$ cat src/hw/rtl/rag_dd_pkg.sv
// shared types, codes and defaults of the rag deadlock detector
package rag_dd_pkg;

    localparam int MAX_ENTRIES_DEF = 16;
    localparam int ID_WIDTH_DEF    = 8;
    localparam int FIELD_ID_WIDTH  = 8;
    localparam int STATUS_WIDTH    = 4;

    localparam logic OP_ALLOC   = 1'b0;
    localparam logic OP_REQUEST = 1'b1;

    typedef enum logic [STATUS_WIDTH-1:0] {
        ST_ALLOCATED   = 4'd0,
        ST_PROC_EXISTS = 4'd1,
        ST_RES_EXISTS  = 4'd2,
        ST_FULL        = 4'd3,
        ST_EMPTY       = 4'd4,
        ST_NO_PROC     = 4'd5,
        ST_NO_RES      = 4'd6,
        ST_WAITING     = 4'd7,
        ST_REQUESTED   = 4'd8
    } status_t;

    typedef struct packed {
        logic                      opcode;
        logic [FIELD_ID_WIDTH-1:0] process_id;
        logic [FIELD_ID_WIDTH-1:0] resource_id;
    } in_item_t;

    typedef struct packed {
        logic [STATUS_WIDTH-1:0] status;
        logic                    cycle_found;
    } out_item_t;

    typedef enum logic [2:0] {
        CS_IDLE,
        CS_MATCH,
        CS_EXEC,
        CS_WALK,
        CS_RESP
    } ctrl_state_t;

    typedef struct packed {
        logic capture;
        logic match;
        logic exec;
        logic walk_step;
        logic result_load;
    } dp_cmd_t;

    typedef struct packed {
        logic need_walk;
        logic walk_done;
        logic out_free;
    } dp_status_t;

endpackage

$ cat src/hw/rtl/rag_deadlock_detector_core.sv
// top level of the rag deadlock detector
//
// item channel (item_valid, item_ready, item) carries allocate and request
// transactions; result channel (result_valid, result_ready, result) returns
// exactly one status transaction per item, in order.
// item_ready is high only while the controller is idle; one item is in work
// at a time.
// an item takes match and decision cycles, then a request that is granted
// walks the wait-for chain one slot per cycle through the wait slot memory,
// up to entry count plus one steps.
// from acceptance an item passes the match, exec and resp states, a granted
// request also the walk state, and its result is then loaded into the output
// register; the next item is accepted only once that load returns it to idle.
// the result sits in an output register; a new item is taken while it waits,
// and that item's work stalls only at its own result until the receiver
// takes the previous transaction.
// reset empties the table, clears all wait edges and the sticky cycle flag;
// the block accepts items right after reset.
module rag_deadlock_detector_core #(
    parameter int MAX_ENTRIES = rag_dd_pkg::MAX_ENTRIES_DEF,
    parameter int ID_WIDTH    = rag_dd_pkg::ID_WIDTH_DEF
) (
    input  logic                  clk,
    input  logic                  rst_n,
    input  logic                  item_valid,
    output logic                  item_ready,
    input  rag_dd_pkg::in_item_t  item,
    output logic                  result_valid,
    input  logic                  result_ready,
    output rag_dd_pkg::out_item_t result
);

    rag_dd_pkg::dp_cmd_t    dp_cmd;
    rag_dd_pkg::dp_status_t dp_status;

    rag_dd_ctrl u_ctrl (
        .clk        (clk),
        .rst_n      (rst_n),
        .item_valid (item_valid),
        .item_ready (item_ready),
        .dp_status  (dp_status),
        .dp_cmd     (dp_cmd)
    );

    rag_dd_datapath #(
        .MAX_ENTRIES (MAX_ENTRIES),
        .ID_WIDTH    (ID_WIDTH)
    ) u_datapath (
        .clk          (clk),
        .rst_n        (rst_n),
        .item         (item),
        .result       (result),
        .result_valid (result_valid),
        .result_ready (result_ready),
        .dp_cmd       (dp_cmd),
        .dp_status    (dp_status)
    );

endmodule

$ cat src/hw/rtl/rag_dd_ctrl.sv
// controller state machine of the rag deadlock detector
module rag_dd_ctrl (
    input  logic                   clk,
    input  logic                   rst_n,
    input  logic                   item_valid,
    output logic                   item_ready,
    input  rag_dd_pkg::dp_status_t dp_status,
    output rag_dd_pkg::dp_cmd_t    dp_cmd
);

    rag_dd_pkg::ctrl_state_t state_reg;
    rag_dd_pkg::ctrl_state_t state_next;

    always_ff @(posedge clk or negedge rst_n)
    begin
        if (!rst_n)
        begin
            state_reg <= rag_dd_pkg::CS_IDLE;
        end
        else
        begin
            state_reg <= state_next;
        end
    end

    always_comb
    begin
        state_next = state_reg;
        dp_cmd     = '0;
        item_ready = 1'b0;
        case (state_reg)
            rag_dd_pkg::CS_IDLE:
            begin
                item_ready = 1'b1;
                if (item_valid)
                begin
                    dp_cmd.capture = 1'b1;
                    state_next     = rag_dd_pkg::CS_MATCH;
                end
            end
            rag_dd_pkg::CS_MATCH:
            begin
                dp_cmd.match = 1'b1;
                state_next   = rag_dd_pkg::CS_EXEC;
            end
            rag_dd_pkg::CS_EXEC:
            begin
                dp_cmd.exec = 1'b1;
                state_next  = dp_status.need_walk ? rag_dd_pkg::CS_WALK
                                                  : rag_dd_pkg::CS_RESP;
            end
            rag_dd_pkg::CS_WALK:
            begin
                dp_cmd.walk_step = 1'b1;
                if (dp_status.walk_done)
                begin
                    state_next = rag_dd_pkg::CS_RESP;
                end
            end
            rag_dd_pkg::CS_RESP:
            begin
                if (dp_status.out_free)
                begin
                    dp_cmd.result_load = 1'b1;
                    state_next         = rag_dd_pkg::CS_IDLE;
                end
            end
            default:
            begin
                state_next = rag_dd_pkg::CS_IDLE;
            end
        endcase
    end

endmodule

$ cat src/hw/rtl/rag_dd_datapath.sv
// slot table, id matching, wait chain walker and result register
module rag_dd_datapath #(
    parameter int MAX_ENTRIES = rag_dd_pkg::MAX_ENTRIES_DEF,
    parameter int ID_WIDTH    = rag_dd_pkg::ID_WIDTH_DEF
) (
    input  logic                   clk,
    input  logic                   rst_n,
    input  rag_dd_pkg::in_item_t   item,
    output rag_dd_pkg::out_item_t  result,
    output logic                   result_valid,
    input  logic                   result_ready,
    input  rag_dd_pkg::dp_cmd_t    dp_cmd,
    output rag_dd_pkg::dp_status_t dp_status
);

    localparam int IW = $clog2(MAX_ENTRIES);
    localparam int CW = $clog2(MAX_ENTRIES + 1);
    localparam int XW = (ID_WIDTH > rag_dd_pkg::FIELD_ID_WIDTH) ? ID_WIDTH
                                                               : rag_dd_pkg::FIELD_ID_WIDTH;

    rag_dd_pkg::in_item_t  item_reg;
    logic [CW-1:0]         count_reg;
    logic [ID_WIDTH-1:0]   proc_ids_reg [MAX_ENTRIES];
    logic [ID_WIDTH-1:0]   res_ids_reg  [MAX_ENTRIES];
    logic [MAX_ENTRIES-1:0] wait_valid_reg;
    logic [IW-1:0]         wait_slot_mem [MAX_ENTRIES];
    logic [IW-1:0]         cur_reg;
    logic [CW-1:0]         step_reg;
    logic [IW-1:0]         ps_reg;
    logic                  ps_hit_reg;
    logic [IW-1:0]         rs_reg;
    logic                  rs_hit_reg;
    logic [3:0]            status_reg;
    logic                  cycle_seen_reg;
    rag_dd_pkg::out_item_t result_reg;
    logic                  result_valid_reg;

    logic [XW-1:0]         pid_ext;
    logic [XW-1:0]         rid_ext;
    logic [ID_WIDTH-1:0]   pid_key;
    logic [ID_WIDTH-1:0]   rid_key;
    logic                  ps_hit;
    logic [IW-1:0]         ps_idx;
    logic                  rs_hit;
    logic [IW-1:0]         rs_idx;
    rag_dd_pkg::status_t   status_code;
    logic                  do_alloc;
    logic                  do_request;
    logic                  walk_hit;
    logic                  walk_stop;
    logic                  out_free;

    assign pid_ext = XW'(item_reg.process_id);
    assign rid_ext = XW'(item_reg.resource_id);
    assign pid_key = pid_ext[ID_WIDTH-1:0];
    assign rid_key = rid_ext[ID_WIDTH-1:0];

    // first used slot holding each id
    always_comb
    begin
        ps_hit = 1'b0;
        ps_idx = '0;
        rs_hit = 1'b0;
        rs_idx = '0;
        for (int k = MAX_ENTRIES - 1; k >= 0; k--)
        begin
            if ((CW'(k) < count_reg) && (proc_ids_reg[k] == pid_key))
            begin
                ps_hit = 1'b1;
                ps_idx = IW'(k);
            end
            if ((CW'(k) < count_reg) && (res_ids_reg[k] == rid_key))
            begin
                rs_hit = 1'b1;
                rs_idx = IW'(k);
            end
        end
    end

    always_comb
    begin
        do_alloc    = 1'b0;
        do_request  = 1'b0;
        status_code = rag_dd_pkg::ST_ALLOCATED;
        if (item_reg.opcode == rag_dd_pkg::OP_ALLOC)
        begin
            if (ps_hit_reg)
            begin
                status_code = rag_dd_pkg::ST_PROC_EXISTS;
            end
            else if (rs_hit_reg)
            begin
                status_code = rag_dd_pkg::ST_RES_EXISTS;
            end
            else if (count_reg == CW'(MAX_ENTRIES))
            begin
                status_code = rag_dd_pkg::ST_FULL;
            end
            else
            begin
                status_code = rag_dd_pkg::ST_ALLOCATED;
                do_alloc    = 1'b1;
            end
        end
        else
        begin
            if (count_reg == '0)
            begin
                status_code = rag_dd_pkg::ST_EMPTY;
            end
            else if (!ps_hit_reg)
            begin
                status_code = rag_dd_pkg::ST_NO_PROC;
            end
            else if (!rs_hit_reg)
            begin
                status_code = rag_dd_pkg::ST_NO_RES;
            end
            else if (wait_valid_reg[ps_reg])
            begin
                status_code = rag_dd_pkg::ST_WAITING;
            end
            else
            begin
                status_code = rag_dd_pkg::ST_REQUESTED;
                do_request  = 1'b1;
            end
        end
    end

    // target test comes before the edge test, the new edge of ps is already set
    assign walk_hit  = (cur_reg == ps_reg);
    assign walk_stop = walk_hit || !wait_valid_reg[cur_reg] || (step_reg == count_reg);
    assign out_free  = !result_valid_reg || result_ready;

    assign dp_status.need_walk = do_request;
    assign dp_status.walk_done = walk_stop;
    assign dp_status.out_free  = out_free;

    always_ff @(posedge clk)
    begin
        if (dp_cmd.capture)
        begin
            item_reg <= item;
        end
        if (dp_cmd.match)
        begin
            ps_reg     <= ps_idx;
            ps_hit_reg <= ps_hit;
            rs_reg     <= rs_idx;
            rs_hit_reg <= rs_hit;
        end
        if (dp_cmd.exec)
        begin
            status_reg <= status_code;
        end
        if (dp_cmd.exec && do_alloc)
        begin
            proc_ids_reg[count_reg[IW-1:0]] <= pid_key;
            res_ids_reg[count_reg[IW-1:0]]  <= rid_key;
        end
        if (dp_cmd.result_load)
        begin
            result_reg.status      <= status_reg;
            result_reg.cycle_found <= (status_reg == rag_dd_pkg::ST_REQUESTED) &&
                                      cycle_seen_reg;
        end
    end

    // wait slot memory, read combinationally into the walk pointer register
    always_ff @(posedge clk)
    begin
        if (dp_cmd.exec && do_request)
        begin
            wait_slot_mem[ps_reg] <= rs_reg;
            cur_reg               <= rs_reg;
            step_reg              <= '0;
        end
        else if (dp_cmd.walk_step && !walk_stop)
        begin
            cur_reg  <= wait_slot_mem[cur_reg];
            step_reg <= step_reg + CW'(1);
        end
    end

    always_ff @(posedge clk or negedge rst_n)
    begin
        if (!rst_n)
        begin
            count_reg        <= '0;
            wait_valid_reg   <= '0;
            cycle_seen_reg   <= 1'b0;
            result_valid_reg <= 1'b0;
        end
        else
        begin
            if (dp_cmd.exec && do_alloc)
            begin
                count_reg                         <= count_reg + CW'(1);
                wait_valid_reg[count_reg[IW-1:0]] <= 1'b0;
            end
            if (dp_cmd.exec && do_request)
            begin
                wait_valid_reg[ps_reg] <= 1'b1;
            end
            if (dp_cmd.walk_step && walk_stop && walk_hit)
            begin
                cycle_seen_reg <= 1'b1;
            end
            if (dp_cmd.result_load)
            begin
                result_valid_reg <= 1'b1;
            end
            else if (result_ready)
            begin
                result_valid_reg <= 1'b0;
            end
        end
    end

    assign result       = result_reg;
    assign result_valid = result_valid_reg;

endmodule

$ cat config.mk
export PLATFORM = sky130hd
export DESIGN_NAME = rag_deadlock_detector_core
export DESIGN_NICKNAME = d
export VERILOG_FILES = /design/src/hw/rtl/rag_dd_pkg.sv /design/src/hw/rtl/rag_deadlock_detector_core.sv /design/src/hw/rtl/rag_dd_ctrl.sv /design/src/hw/rtl/rag_dd_datapath.sv
export SDC_FILE = /design/constraint.sdc
export NUM_CORES = 1
export LEC_CHECK = 0
export ABC_AREA = 1
export BUFFER_PORTS_ARGS = -buffer_cell sky130_fd_sc_hd__buf_2
export CAP_MARGIN = 5
export CORE_ASPECT_RATIO = 0.9
export CORE_UTILIZATION = 40
export CTS_CLUSTER_DIAMETER = 80
export DETAILED_ROUTE_END_ITERATION = 16
export PLACE_DENSITY = 0.64
export SYNTH_ARGS = -nofsm -noshare
export SYNTH_HDL_FRONTEND = slang
export SYNTH_SLANG_ARGS = --single-unit
$ cat constraint.sdc
create_clock -name clk -period 3.6 [get_ports clk]
set_input_delay 0 -clock clk [delete_from_list [all_inputs] [get_ports clk]]
set_output_delay 0 -clock clk [all_outputs]
set_load 0.01 [all_outputs]
Word-level counts from Yosys, hierarchy flattened
Memory sizes are Yosys's and may differ from the RTL's. A register that Yosys moved wholly into a read port is not among the register bits.
Cells that the tools add are included.

storage, ports and cells
  flip-flop bits (word level) = 71
  memory bits (writable) = 320
  input bits = 21
  output and inout port bits = 7
  logic and storage cells = 235
  memories = 3

memory list
  name                      depth  bits a word  rd ports  clocked after memory_dff  write ports  RTL line               RTL
  u_datapath.proc_ids_reg   16     8            16        0                         1            rag_dd_datapath.sv:23  logic [ID_WIDTH-1:0] proc_ids_reg [MAX_ENTRIES];
  u_datapath.res_ids_reg    16     8            16        0                         1            rag_dd_datapath.sv:24  logic [ID_WIDTH-1:0] res_ids_reg [MAX_ENTRIES];
  u_datapath.wait_slot_mem  16     4            1         1                         1            rag_dd_datapath.sv:26  logic [IW-1:0] wait_slot_mem [MAX_ENTRIES];

operators by class
  add/sub/neg operators = 2
  order comparisons = 21
  equality and inequality tests = 43
  mux-type cells = 81
  bitwise gates (word level) = 3
  reduce and logical (&&, ||, !) cells = 59

operator list
  kind                   number
  $eq A8 B8 Y1           32
  $mux W4                26
  $logic_and A1 B1 Y1    40
  $lt A4 B5 Y1 const A   8
  $mux W3                12
  $mux W16               2
  $mux W1                31
  $reduce_or A15 Y1      2
  $lt A3 B5 Y1 const A   4
  $and A16 B16 Y16       1
  $not A16 Y16           1
  $or A16 B16 Y16        1
  $reduce_or A8 Y1       2
  $lt A4 B5 Y1 const B   3
  $pmux W3 S5            1
  $add A5 B1 Y5 const B  2
  $lt A1 B5 Y1 const A   2
  $lt A2 B5 Y1 const A   2
  $mux W2                5
  $bmux W1 S4            2
  $demux W1 S4           2
  $ge A4 B1 Y1 const B   2
  $reduce_or A4 Y1       2
  $eq A3 B2 Y1 const B   2
  other kinds (15)       22

Longest topological paths before layout
An unclocked memory read counts as a cell.

  depth in word-level cells = 18
  mapped depth = 22
  mapped depth without buffers = 21

Cells and area by module
Synthesis repeated with hierarchy kept, for this count alone.

unflattened totals
  cells, all modules = 1,492
  area total of the unflattened synthesis = 17,590.6 µm²

by module, submodules not included
  module           times used  cells each  area each (µm²)  sequential area each (µm²)
  rag_dd_datapath  1           1,460       17,387.9         11,566.1
  rag_dd_ctrl      1           32          202.7            75.1

Worst setup path after synthesis
OpenSTA, ideal clock, no wires.

  kind = reg-to-reg
  start = reg u_ctrl.state_reg[2]
  end = mem u_datapath.proc_ids_reg[15][0] (netlist bit) (enable)
  library setup time = 0.391 ns
  arrival time = 2.394 ns
  data required time = 3.209 ns
  setup slack = 0.815 ns
  stages on the path, launching flop included = 8
  buffers on the path = 0
  clock period less this slack = 2.785 ns
  cells stage by stage = dfrtp_1 nor3_1 inv_1 nor2_1 nand2_1 inv_1 nand2_1 nor2_1

on the way
  cells in the longest elaborated chain, start to end = 5

RTL lines
  item                           RTL line                RTL
  from (decl)                    rag_dd_ctrl.sv:11       rag_dd_pkg::ctrl_state_t state_reg;
  from (signal assigned)         rag_dd_ctrl.sv:18       state_reg <= rag_dd_pkg::CS_IDLE;
  from (signal assigned)         rag_dd_ctrl.sv:22       state_reg <= state_next;
  $eq A3 B2 Y1                   rag_dd_ctrl.sv:31       case (state_reg)
  $mux W1                        rag_dd_ctrl.sv:31
  $logic_and A1 B1 Y1            rag_dd_datapath.sv:157  if (dp_cmd.exec && do_alloc)
  $mux W1                        rag_dd_datapath.sv:157
  $mux W1 (implied by the code)  rag_dd_datapath.sv:159  proc_ids_reg[count_reg[IW-1:0]] <= pid_key;
  to (decl)                      rag_dd_datapath.sv:23

No other way between the ends.

Worst setup path after layout
  start = reg u_datapath.ps_reg[1]
  end = mem u_datapath.wait_slot_mem[3][3] (netlist bit) (enable)

on the way
  cells in the longest elaborated chain, start to end = 10

RTL lines
  item                           RTL line                RTL
  from (decl)                    rag_dd_datapath.sv:29   logic [IW-1:0] ps_reg;
  from (signal assigned)         rag_dd_datapath.sv:148  ps_reg <= ps_idx;
  $bmux W1 S4                    rag_dd_datapath.sv:119  else if (wait_valid_reg[ps_reg])
  $mux W1 (implied by the code)  rag_dd_datapath.sv:119
  $mux W1                        rag_dd_datapath.sv:119
  $mux W1                        rag_dd_datapath.sv:115  else if (!rs_hit_reg)
  $mux W1                        rag_dd_datapath.sv:111  else if (!ps_hit_reg)
  $mux W1                        rag_dd_datapath.sv:107  if (count_reg == '0)
  $mux W1                        rag_dd_datapath.sv:85   if (item_reg.opcode == rag_dd_pkg::OP_ALLOC)
  $logic_and A1 B1 Y1            rag_dd_datapath.sv:173  if (dp_cmd.exec && do_request)
  $mux W1                        rag_dd_datapath.sv:173
  $mux W1 (implied by the code)  rag_dd_datapath.sv:175  wait_slot_mem[ps_reg] <= rs_reg;
  to (decl)                      rag_dd_datapath.sv:26

Parallel ways exist; a longest one is shown, timed or not. The select of a mux whose other input is x is not followed.

==> results.json <==
{
  "ctsResizeCount": 0,
  "critical_path.cell_chain": "nand2_1 -> inv_1 -> a22oi_1 -> a21oi_1 -> or2_1 -> nor3_4 -> nand4_2 -> nor2_2 -> nand2_1 -> nor2_1",
  "area_delta_synth_final_pct": 14.80,
  "ys_types": 43,
  "finalWirelength_um": 39120,
  "max_stage_delay_ns": 0.45,
  "dieWidth_um": 221.9,
  "place_congestion": 0.8774,
  "peakVddDrop_mv": 0.4034,
  "cts_inserted_buffers": 40,
  "fin_crit_sh_pct": 82.78,
  "hold_violations": 0,
  "cts_setup_buffers": 0,
  "critPathSlowestCell": "edfxtp_1",
  "timing_worst_setup_path_type": "register to register",
  "worst_slew_pin_slew_ns": 0.8860,
  "cpMostUsedCell": "nand2_1",
  "ys_seq_area_share_pct": 66.84,
  "port_buffers": 27,
  "path_buf_inv": 1,
  "antenna_found_initial": 0,
  "syn_avg_cell_area_um2": 11.82,
  "synthArstFlopShare_pct": 6.582,
  "start_kind": "register",
  "crit_path_max_fanout": 9,
  "synth_seq_cells": 395,
  "synth_fa_ha_area_share_pct": 0.3592,
  "ios": 28,
  "grt_max_degree": 34,
  "antennaDiodeCount": 0,
  "drc": 0,
  "grt_pass1_wl_um": 61130,
  "synth_most_common_cell": "edfxtp_1",
  "total_power_mw": 12.07,
  "cts_root_buffer": "clkbuf_16",
  "worstSkewPairLatency_ns": 0.56,
  "clkTransAtPathRegs_ns": 0.07,
  "relSlewSlack_pct": 40.39,
  "required_ns": 3.81,
  "synth_area_leader_cell": "edfxtp_1",
  "synth-xor-area-share_pct": 9.404,
  "netlist_area_um2": 17420,
  "first_iter_violations": 983,
  "clock-sinks": 395,
  "num-nets-final": 1598,
  "dieArea_um2": 44380,
  "synth-simple-area-share_pct": 14.03,
  "yosysTopAreaCellShare_pct": 62.07,
  "cts_max_path_buffers": 3,
  "fmax_mhz": 335.6,
  "num_rows": 72,
  "crit_arrival_ns": 3.19,
  "synth_ff_type": "edfxtp_1",
  "critPathCaptureType": "register",
  "via_per_inst": 5.133,
  "syn_nets": 1499,
  "setup_viol": 0,
  "ys_top_cells_by_area": "edfxtp_1 62%, xor2_1 5.4%, nand2_1 4.5%, xnor2_1 4.0%, dfrtp_1 3.7%",
  "cts_tree": "done",
  "dp_hpwl_um": 26420,
  "overflow": 0,
  "syn_inst": 1473,
  "drive_above_1_share_pct": 12.23,
  "grt_pass1_vias": 10758,
  "rsz0062_at_grt": "no",
  "initial_core_util_pct": 40.53,
  "drv_cap": 0,
  "h-tree-depth": 2,
  "ys_warn_count": 0,
  "synth_mux_area_share_pct": 0.05748,
  "skew_ns": 0.02191,
  "period_needed_ns": 2.980,
  "fill_cells": 3792,
  "first_pass_iters": 5,
  "grtUsageTotal_pct": 17.93,
  "synth_compound_area_share_pct": 5.503,
  "hp-class": "input pin to async pin",
  "final.setup.tns_ns": 0,
  "power_density_nw_per_um2": 603.5,
  "routedWlPerCell_um": 18.13,
  "coreArea_um2": 42970,
  "synth_top_family_by_area": "simple AND/OR/NAND/NOR gates",
  "via_count": 11076,
  "ant_nets": 0,
  "synth_edf_count": 360,
  "drv_slew": 0,
  "cts_hold_buf": 20,
  "cellLeakagePower_nw": 7.449,
  "die_h_um": 200.0,
  "status": "complete, no violations",
  "netlist_top_cells_count": "360 x edfxtp_1, 208 x nand2_1, 163 x nor2_1",
  "crit_family": "simple AND/OR/NAND/NOR gates"
}
-- layer usage --
| layer | wire length [µm] | share of wire (%) | track usage [%] |
|---|---|---|---|
| met1 | 18950 | 48 | 26.14 |
| met2 | 16980 | 43 | 27.74 |
| met3 | 2456 | 6.3 | 3.220 |
| met4 | 733 | 1.9 | 4.527 |
| met5 | 0 | 0 | 0 |
-- final timing paths --
kind / startpoint / end / slack, ns / cells past startpoint
setup / recovery: u_datapath.ps_reg[1] / u_datapath.wait_slot_mem[3][3] / 0.62 / 10
hold / removal: rst_n / u_datapath.count_reg[3] / 0.005 / 2
setup reg to reg: u_datapath.ps_reg[1] / u_datapath.wait_slot_mem[3][3] / 0.62 / 10
hold reg to reg: u_datapath.status_reg[3] / u_datapath.result[4] / 0.45 / 0
max in group asynchronous: rst_n / u_datapath.wait_valid_reg[10] / 3.18 / 2
min in group clk: item[11] / u_datapath.pid_ext[3] / 0.16 / 2
-- through the flow --
| stage | std cells | util, % | cell area [µm²] | setup slack [ns] | hold slack [ns] |
|---|---|---|---|---|---|
| floorplan | 1473 | - | 17420 | 0.8147 | -0.2956 |
| global placement | 2065 | 43.00 | 18480 | 0.6849 | 0.03738 |
| detailed placement | 2065 | 43.00 | 18480 | 0.6585 | 0.05101 |
| CTS | 2158 | 46.53 | 19990 | 0.6441 | 0.002322 |
| global route | 2158 | 46.53 | 19990 | 0.3401 | 0.04915 |
| finish | 2158 | 46.53 | 19990 | 0.6198 | 0.005247 |
-- cells by family after synthesis --
family          after synthesis
xor+xnor                    187
compound gates              167
simple gates                549
buf+inv                     169
flops                       395
fa+ha+maj                     5
mux                           1
-- where the power goes --
part           total [mW]  switching [mW]  internal, mW
Clock                4.18            1.76          2.42
Sequential           5.85           0.368          5.48
Combinational        2.04            1.33         0.709
Total                12.1            3.46          8.61
-- layout make-up --
cell class / count / area (µm²) / area share [%]
Sequential cell: 395 / 11640 / 58.23
Clock buffer: 43 / 1012 / 5.063
Tap cell: 555 / 694.4 / 3.473
Multi-Input combinational cell: 909 / 5120 / 25.61
Timing Repair Buffer: 104 / 763.2 / 3.818
Inverter: 122 / 457.9 / 2.291
Clock inverter: 30 / 304.0 / 1.521
-- placed cells by master (no fill, tap or decap), types with 20 or more instances in the layout --
master	Yosys	routed
edfxtp_1	360	360
nand2_1	208	208
nor2_1	163	162
inv_1	116	116
xor2_1	108	108
xnor2_1	79	79
o21ai_0	75	75
buf_4	1	57
nand3_1	45	45
clkbuf_16	0	40
or2_2	38	38
a21oi_1	29	29
nor3_1	28	27
buf_2	19	27
nor4_1	26	26
dfrtp_1	26	26
dlygate4sd3_1	0	20
(Power assumes the default switching activity.)
